File: config.mk
export PLATFORM = sky130hd
export DESIGN_NAME = handle_pool_allocator_flat
export DESIGN_NICKNAME = d
export VERILOG_FILES = /design/src/design/hpa_pkg.sv /design/src/design/hpa_req_if.sv /design/src/design/hpa_rsp_if.sv /design/src/design/hpa_ctrl.sv /design/src/design/hpa_datapath.sv /design/src/design/handle_pool_allocator.sv /design/src/flat_wrapper.sv
export VERILOG_INCLUDE_DIRS = /design/src /design/src/design
export SDC_FILE = /design/constraint.sdc
export NUM_CORES = 2
export LEC_CHECK = 0
export BUFFER_PORTS_ARGS = -buffer_cell sky130_fd_sc_hd__buf_4
export CAP_MARGIN = 20
export CORE_ASPECT_RATIO = 0.75
export CORE_UTILIZATION = 40
export DETAILED_ROUTE_END_ITERATION = 8
export PLACE_DENSITY_LB_ADDON = 0.25
export SLEW_MARGIN = 20
export SYNTH_ARGS = -nofsm -noshare
export SYNTH_HDL_FRONTEND = slang
export SYNTH_SLANG_ARGS = --single-unit
File: constraint.sdc
create_clock -name clk -period 4.14 [get_ports clk]
set_clock_uncertainty 0.2 [all_clocks]
set_input_delay 0 -clock clk [delete_from_list [all_inputs] [get_ports clk]]
set_output_delay 0 -clock clk [all_outputs]
set_load 0.02 [all_outputs]
File: src/design/handle_pool_allocator_defines.svh
// Assertion macros for the handle pool allocator.
`ifndef HANDLE_POOL_ALLOCATOR_DEFINES_SVH
`define HANDLE_POOL_ALLOCATOR_DEFINES_SVH

`ifndef NO_ASSERTIONS
`define HPA_ASSERT_HOLDS(label, expr) \
  label: assert property (@(posedge clk) disable iff (!rst_n) (expr)) \
    else $error("assertion failed");
`define HPA_ASSERT_IMPLIES(label, ante, cons) \
  label: assert property (@(posedge clk) disable iff (!rst_n) (ante) |-> (cons)) \
    else $error("assertion failed");
`define HPA_ASSERT_NEXT(label, ante, cons) \
  label: assert property (@(posedge clk) disable iff (!rst_n) (ante) |=> (cons)) \
    else $error("assertion failed");
`else
`define HPA_ASSERT_HOLDS(label, expr)
`define HPA_ASSERT_IMPLIES(label, ante, cons)
`define HPA_ASSERT_NEXT(label, ante, cons)
`endif

`endif

File: src/design/hpa_pkg.sv
package hpa_pkg;

  localparam int POOL_SIZE    = 256;
  localparam int HANDLE_W     = 8;
  localparam int MAP_DEPTH    = 1 << HANDLE_W;
  localparam int HANDLE_LIMIT = (POOL_SIZE < MAP_DEPTH) ? POOL_SIZE : MAP_DEPTH;
  localparam int CNT_W        = HANDLE_W + 1;

  localparam logic [CNT_W-1:0]    LIMIT_C    = CNT_W'(HANDLE_LIMIT);
  localparam logic [HANDLE_W-1:0] LAST_IDX_C = HANDLE_W'(HANDLE_LIMIT - 1);

  localparam logic [1:0] KIND_ALLOC   = 2'd0;
  localparam logic [1:0] KIND_TRY     = 2'd1;
  localparam logic [1:0] KIND_RELEASE = 2'd2;

  localparam logic [1:0] ST_OK          = 2'd0;
  localparam logic [1:0] ST_NONE        = 2'd1;
  localparam logic [1:0] ST_BAD_RELEASE = 2'd2;
  localparam logic [1:0] ST_EXHAUSTED   = 2'd3;

  typedef struct packed {
    logic pop_start;
    logic pop_finish;
    logic direct;
  } cmd_t;

  typedef struct packed {
    logic need_pop;
    logic out_free;
  } stat_t;

endpackage

File: src/design/hpa_req_if.sv
interface hpa_req_if;
  logic                         valid;
  logic                         ready;
  logic [1:0]                   kind;
  logic [hpa_pkg::HANDLE_W-1:0] handle;

  modport source (output valid, output kind, output handle, input ready);
  modport sink (input valid, input kind, input handle, output ready);
endinterface

File: src/design/hpa_rsp_if.sv
interface hpa_rsp_if;
  logic                         valid;
  logic                         ready;
  logic [hpa_pkg::HANDLE_W-1:0] granted;
  logic [1:0]                   status;

  modport source (output valid, output granted, output status, input ready);
  modport sink (input valid, input granted, input status, output ready);
endinterface

File: src/design/hpa_ctrl.sv
module hpa_ctrl (
  input  logic          clk,
  input  logic          rst_n,
  input  logic          in_valid,
  output logic          in_ready,
  input  hpa_pkg::stat_t stat,
  output hpa_pkg::cmd_t  cmd
);

  localparam logic S_IDLE = 1'b0;
  localparam logic S_WAIT = 1'b1;

  logic state_r;
  logic state_nxt;
  logic accept;

  assign in_ready = (state_r == S_IDLE) && stat.out_free;
  assign accept   = in_valid && in_ready;

  always_comb begin
    state_nxt      = state_r;
    cmd.pop_start  = 1'b0;
    cmd.pop_finish = 1'b0;
    cmd.direct     = 1'b0;
    case (state_r)
      S_IDLE: begin
        if (accept) begin
          if (stat.need_pop) begin
            cmd.pop_start = 1'b1;
            state_nxt     = S_WAIT;
          end else begin
            cmd.direct = 1'b1;
          end
        end
      end
      S_WAIT: begin
        // The free-list entry has been read; finish once the result slot is open.
        if (stat.out_free) begin
          cmd.pop_finish = 1'b1;
          state_nxt      = S_IDLE;
        end
      end
      default: state_nxt = S_IDLE;
    endcase
  end

  always_ff @(posedge clk) begin
    if (!rst_n) begin
      state_r <= S_IDLE;
    end else begin
      state_r <= state_nxt;
    end
  end

endmodule

File: src/design/hpa_datapath.sv
module hpa_datapath (
  input  logic                         clk,
  input  logic                         rst_n,
  input  logic [1:0]                   in_kind,
  input  logic [hpa_pkg::HANDLE_W-1:0] in_handle,
  input  hpa_pkg::cmd_t                cmd,
  output hpa_pkg::stat_t               stat,
  output logic                         out_valid,
  input  logic                         out_ready,
  output logic [hpa_pkg::HANDLE_W-1:0] out_granted,
  output logic [1:0]                   out_status
);

  logic [hpa_pkg::HANDLE_W-1:0] free_list [hpa_pkg::MAP_DEPTH];
  logic [hpa_pkg::HANDLE_W-1:0] rd_data_r;
  logic [hpa_pkg::HANDLE_W-1:0] head_r, head_nxt;
  logic [hpa_pkg::HANDLE_W-1:0] tail_r, tail_nxt;
  logic [hpa_pkg::CNT_W-1:0]    count_r, count_nxt;
  logic [hpa_pkg::CNT_W-1:0]    fresh_r, fresh_nxt;
  logic [hpa_pkg::MAP_DEPTH-1:0] map_r, map_nxt;
  logic                         out_valid_r, out_valid_nxt;
  logic [hpa_pkg::HANDLE_W-1:0] out_granted_r;
  logic [1:0]                   out_status_r;

  logic                         push_en;
  logic                         load_res;
  logic [hpa_pkg::HANDLE_W-1:0] res_granted;
  logic [1:0]                   res_status;
  logic                         is_alloc;

  assign is_alloc      = in_kind inside {hpa_pkg::KIND_ALLOC, hpa_pkg::KIND_TRY};
  assign stat.need_pop = is_alloc && (count_r != '0);
  assign stat.out_free = !out_valid_r || out_ready;

  always_comb begin
    head_nxt    = head_r;
    tail_nxt    = tail_r;
    count_nxt   = count_r;
    fresh_nxt   = fresh_r;
    map_nxt     = map_r;
    push_en     = 1'b0;
    load_res    = 1'b0;
    res_granted = '0;
    res_status  = hpa_pkg::ST_NONE;

    if (cmd.pop_start) begin
      head_nxt  = (head_r == hpa_pkg::LAST_IDX_C) ? '0 : head_r + 1'b1;
      count_nxt = count_r - 1'b1;
    end

    if (cmd.pop_finish) begin
      load_res            = 1'b1;
      res_granted         = rd_data_r;
      res_status          = hpa_pkg::ST_OK;
      map_nxt[rd_data_r]  = 1'b1;
    end

    if (cmd.direct) begin
      load_res = 1'b1;
      case (in_kind)
        hpa_pkg::KIND_ALLOC: begin
          // Free list is empty here, so hand out a never-used handle.
          if (fresh_r < hpa_pkg::LIMIT_C) begin
            res_granted                             = fresh_r[hpa_pkg::HANDLE_W-1:0];
            res_status                              = hpa_pkg::ST_OK;
            map_nxt[fresh_r[hpa_pkg::HANDLE_W-1:0]] = 1'b1;
            fresh_nxt                               = fresh_r + 1'b1;
          end else begin
            res_status = hpa_pkg::ST_EXHAUSTED;
          end
        end
        hpa_pkg::KIND_TRY: begin
          res_status = hpa_pkg::ST_NONE;
        end
        hpa_pkg::KIND_RELEASE: begin
          if (({1'b0, in_handle} >= hpa_pkg::LIMIT_C) || !map_r[in_handle]) begin
            res_status = hpa_pkg::ST_BAD_RELEASE;
          end else begin
            res_status         = hpa_pkg::ST_OK;
            map_nxt[in_handle] = 1'b0;
            if (count_r < hpa_pkg::LIMIT_C) begin
              push_en   = 1'b1;
              tail_nxt  = (tail_r == hpa_pkg::LAST_IDX_C) ? '0 : tail_r + 1'b1;
              count_nxt = count_r + 1'b1;
            end
          end
        end
        default: res_status = hpa_pkg::ST_NONE;
      endcase
    end

    out_valid_nxt = out_valid_r;
    if (load_res) begin
      out_valid_nxt = 1'b1;
    end else if (out_ready) begin
      out_valid_nxt = 1'b0;
    end
  end

  always_ff @(posedge clk) begin
    if (push_en) begin
      free_list[tail_r] <= in_handle;
    end
    if (cmd.pop_start) begin
      rd_data_r <= free_list[head_r];
    end
  end

  always_ff @(posedge clk) begin
    if (load_res) begin
      out_granted_r <= res_granted;
      out_status_r  <= res_status;
    end
  end

  always_ff @(posedge clk) begin
    if (!rst_n) begin
      head_r      <= '0;
      tail_r      <= '0;
      count_r     <= '0;
      fresh_r     <= '0;
      map_r       <= '0;
      out_valid_r <= 1'b0;
    end else begin
      head_r      <= head_nxt;
      tail_r      <= tail_nxt;
      count_r     <= count_nxt;
      fresh_r     <= fresh_nxt;
      map_r       <= map_nxt;
      out_valid_r <= out_valid_nxt;
    end
  end

  assign out_valid   = out_valid_r;
  assign out_granted = out_granted_r;
  assign out_status  = out_status_r;

endmodule

File: src/design/handle_pool_allocator.sv
// Results: a result is registered when its item is accepted; a free-list pop reads the
// free-list memory into a register first and loads the result once the slot is open.
// Results wait in an output register. Throughput: one item per cycle for releases, try
// misses and fresh handles while the output slot is free; a free-list pop blocks new
// items until it finishes. Reset: synchronous, active low; pointers, counters and the
// in-use map clear, the free-list memory is not cleared and there is no clearing pass.
`include "handle_pool_allocator_defines.svh"

module handle_pool_allocator (
  input  logic      clk,
  input  logic      rst_n,
  hpa_req_if.sink   in_ch,
  hpa_rsp_if.source out_ch
);

  hpa_pkg::cmd_t  cmd;
  hpa_pkg::stat_t stat;

  hpa_ctrl u_ctrl (
    .clk      (clk),
    .rst_n    (rst_n),
    .in_valid (in_ch.valid),
    .in_ready (in_ch.ready),
    .stat     (stat),
    .cmd      (cmd)
  );

  hpa_datapath u_datapath (
    .clk         (clk),
    .rst_n       (rst_n),
    .in_kind     (in_ch.kind),
    .in_handle   (in_ch.handle),
    .cmd         (cmd),
    .stat        (stat),
    .out_valid   (out_ch.valid),
    .out_ready   (out_ch.ready),
    .out_granted (out_ch.granted),
    .out_status  (out_ch.status)
  );

  `HPA_ASSERT_IMPLIES(a_accept_needs_slot, in_ch.valid && in_ch.ready, !out_ch.valid || out_ch.ready)
  `HPA_ASSERT_NEXT(a_pop_blocks_input, cmd.pop_start, !in_ch.ready)
  `HPA_ASSERT_IMPLIES(a_fail_grants_zero, out_ch.valid && (out_ch.status != hpa_pkg::ST_OK), out_ch.granted == '0)
  `HPA_ASSERT_HOLDS(a_one_cmd, $onehot0({cmd.pop_start, cmd.pop_finish, cmd.direct}))

endmodule
File: src/flat_wrapper.sv
// flat-port wrapper written by rule: the top's interface ports become plain ports
module handle_pool_allocator_flat 
  (clk, rst_n, in_ch_valid, in_ch_kind, in_ch_handle, in_ch_ready, out_ch_valid, out_ch_granted, out_ch_status, out_ch_ready);
  hpa_req_if in_ch_i ();
  hpa_rsp_if out_ch_i ();
  input  logic clk;
  input  logic rst_n;
  input wire logic [$bits(in_ch_i.valid)-1:0] in_ch_valid;
  input wire logic [$bits(in_ch_i.kind)-1:0] in_ch_kind;
  input wire logic [$bits(in_ch_i.handle)-1:0] in_ch_handle;
  output wire logic [$bits(in_ch_i.ready)-1:0] in_ch_ready;
  output wire logic [$bits(out_ch_i.valid)-1:0] out_ch_valid;
  output wire logic [$bits(out_ch_i.granted)-1:0] out_ch_granted;
  output wire logic [$bits(out_ch_i.status)-1:0] out_ch_status;
  input wire logic [$bits(out_ch_i.ready)-1:0] out_ch_ready;
  assign in_ch_i.valid = in_ch_valid;
  assign in_ch_i.kind = in_ch_kind;
  assign in_ch_i.handle = in_ch_handle;
  assign in_ch_ready = in_ch_i.ready;
  assign out_ch_valid = out_ch_i.valid;
  assign out_ch_granted = out_ch_i.granted;
  assign out_ch_status = out_ch_i.status;
  assign out_ch_i.ready = out_ch_ready;
  handle_pool_allocator u_core (.clk(clk), .rst_n(rst_n), .in_ch(in_ch_i), .out_ch(out_ch_i));
endmodule
==> impl_metrics.json <==
{
  "outcome": "finished with violations",
  "violations": "design-rule violations, negative setup slack",
  "syn_area_mm2": 0.0988,
  "yosysSeqAreaShare": 0.687,
  "async_flop_share": 0,
  "synth_nets": 6024,
  "fin_cells": 9574,
  "p_total_mw": 53.7,
  "worst_slew_pin_slew_ps": 1220,
  "seqPwrFrac": 0.485,
  "startpoint": "u_core.u_datapath.count_r[6]$_SDFF_PN0_",
  "setup_viol": 5,
  "ys_types": 71,
  "crit_type": "reg2reg",
  "finalHoldViolCount": 0,
  "grt_pass1_wl_um": 424000,
  "grt_max_degree": 189,
  "numPortBuffers": 25,
  "reg2reg_to": "u_core.u_datapath.map_r[92]$_SDFF_PN0_",
  "cts_setup_buffers": 0,
  "cp_top_family": "simple AND/OR/NAND/NOR gates",
  "syn_inst": 5999,
  "dieArea_mm2": 0.249,
  "p_leak_nw": 33.3,
  "hold_class": "in2reg",
  "synthFlopType": "edfxtp_1",
  "fin_crit_sh": 1.01,
  "crit_buf_inv": 1,
  "num_io_pins": 26,
  "fmax_mhz": 239,
  "clk_latency_ps": 910,
  "grt_pass1_vias": 57147,
  "num_rows": 157,
  "start_kind": "flop",
  "slew_headroom": 0.182,
  "syn_area_per_cell_um2": 16.5,
  "antenna_found_initial": 11,
  "die_w_um": 576,
  "dp.cells": 9135,
  "synth-edff-count": 2066,
  "firstDrtPassIters": 9,
  "p_int_mw": 40.6,
  "antenna_left": 0,
  "clock_power_share": 0.387,
  "synth_seq_cells": 2358,
  "reg2reg_depth": 9,
  "wire_per_inst_um": 30.8,
  "yosys_warnings": 0,
  "fin_util": 0.458,
  "max_cap_viol_count": 0,
  "layout_common_cells": "edfxtp_1 (2066), mux4_2 (739), o21ai_0 (534), a21oi_1 (515), nor2_1 (475)",
  "rsz0062_at_grt": "false",
  "drc": 2,
  "min_period_ps": 4180,
  "hold_ws_ps": 47.1,
  "final_common_cell": "edfxtp_1",
  "die-height_um": 432,
  "maxSlewViolCount": 0,
  "pwr-share-comb": 0.127,
  "rrSetupSlack_ps": -40,
  "clk_pin_slew_ps": 70,
  "worstPathArrival_ps": 4790,
  "p_per_area_mw_per_mm2": 479,
  "crit_chain": "or4_1 -> o41a_1 -> nand3b_4 -> or2_1 -> nor2_4 -> nand3_1 -> dlygate4sd3_1 -> o21ai_1 -> o211a_1",
  "place_ws_ps": -170,
  "final_layout_size_suffix_gt1_frac": 0.235,
  "switching_share": 0.244,
  "coreArea_mm2": 0.245,
  "root_buffer": "clkbuf_16",
  "grt.total_usage": 0.234,
  "max_stage_delay_ps": 800,
  "vias_per_cell": 6.20,
  "vias": 59394,
  "final_nets": 6159,
  "cts_tree": "done",
  "vdd_drop_max_mv": 0.352,
  "cp-end-kind": "flop",
  "initial_core_util": 0.404,
  "required_ps": 4760,
  "p_sw_mw": 13.1,
  "hp-start": "in_ch_handle[5]",
  "area_delta_synth_final_pct": 13.5,
  "cts_htree_levels": 4,
  "cts.sinks": 2358,
  "layout_setup_ws_ps": -38.7,
  "numCtsBuffers": 232,
  "n_fill_cell": 20869,
  "crit_slowest_cell": "dlygate4sd3_1",
  "grt_overflow": 0,
  "r2r-start": "u_core.u_datapath.count_r[6]$_SDFF_PN0_",
  "critPathMaxFanout": 9,
  "drtIter0Drc": 8893,
  "min_to": "u_core.u_datapath.free_list[72][5]$_DFFE_PP_",
  "hold_depth": 3,
  "wirelength_um": 294000,
  "dp_hpwl_um": 184000,
  "place_congestion": 0.924,
  "clk_path_buf_depth": 4
}
[synth_stat cells, types with 12 or more instances]
cell	instances	area (um2)
o21ai_1	84	420
buf_1	33	124
nor2_1	516	1940
o211a_1	17	170
dfxtp_1	292	5850
nand4_1	13	81.3
a211oi_1	30	225
clkbuf_1	279	1050
nor2b_1	26	163
o21ai_0	534	2670
o22ai_1	13	81.3
mux2_2	17	191
a211o_1	57	499
a21oi_1	515	2580
or2_2	12	75.1
mux4_2	739	16600
mux2i_1	20	200
nor3_1	47	235
nand2_1	366	1370
buf_2	84	420
nand2b_1	31	194
nand3_1	40	200
edfxtp_1	2066	62000
buf_4	21	158
[per-layer routing]
metal  vias to the layer above  routed length (um)  global-route usage
li1                      24197                   -                   -
met2                      3553              124000               0.326
met1                     31158              131000               0.365
met5                         -                   0                   0
met4                         0                7260              0.0560
met3                       486               32500              0.0561
[per-stage QoR]
| step | instance area, um2 | setup TNS, ps |
|---|---|---|
| floorplan | 98800 | 0 |
| global placement | 104000 | -72420 |
| detailed placement | 104000 | -135810 |
| CTS | 112000 | 0 |
| global route | 112000 | 0 |
| finish | 112000 | -91.3 |
[power by group through the flow]
stage	clock network [mW]	registers, mW	logic, mW
final	20.8	26.1	6.84
after global routing	21.9	26.1	7.18
after CTS	21.1	26.1	6.88
after detailed placement	0	26.6	6.84
after global placement	0	26.6	6.80
after floorplan	0	26.5	4.23
[flip-flops by register name, summed over array words and instances (netlist names), 2 cells and up]
name	count
u_core.u_datapath.free_list	2048
u_core.u_datapath.map_r	256
u_core.u_datapath.count_r	9
u_core.u_datapath.fresh_r	9
u_core.u_datapath.head_r	8
u_core.u_datapath.out_granted	8
u_core.u_datapath.rd_data_r	8
u_core.u_datapath.tail_r	8
u_core.u_datapath.out_status	2
[final cells by class]
cell class	count	area, um2	share of cell area
Clock buffer	285	6130	0.0546
Inverter	13	56.3	0.000502
Tap cell	3259	4080	0.0364
Antenna cell	2	5.00	0.0000446
Timing Repair Buffer	325	3490	0.0311
Clock inverter	128	1180	0.0105
Multi-Input combinational cell	3204	29300	0.262
Sequential cell	2358	67900	0.605
[repair_timing]
action,4_1_cts,5_1_grt
hold buffers,24,0
endpoints found under the hold margin,1378,0
setup endpoints to repair,0,1970
resized for setup,0,41
[cell families after synthesis]
family                   synth area share
multiplexers                        0.172
AO/OA/AOI/OAI                      0.0719
buffers and inverters              0.0190
XOR/XNOR                          0.00115
adder cells (fa/ha/maj)           0.00139
AND/OR/NAND/NOR                    0.0472
flip-flops                          0.687
[worst register-to-register path: stages (launching register included)]
cell           delay, ps
dfxtp_1              350
or4_1                590
o41a_1               600
nand3b_4             380
or2_1                410
nor2_4               260
nand3_1              210
dlygate4sd3_1        800
o21ai_1              180
o211a_1              150
[how the worst max path moves through the flow]
stage,to,slack (ps),depth (start not counted)
finish,u_core.u_datapath.map_r[92]$_SDFF_PN0_,-40,9
global route,u_core.u_datapath.free_list[17][7]$_DFFE_PP_,3,12
CTS,u_core.u_datapath.free_list[154][2]$_DFFE_PP_,7,10
detailed placement,u_core.u_datapath.free_list[33][5]$_DFFE_PP_,-170,10
global placement,u_core.u_datapath.free_list[9][3]$_DFFE_PP_,-160,10
floorplan,u_core.u_datapath.rd_data_r[6]$_DFFE_PN_,700,9
Power figures use the tool's default switching activity.
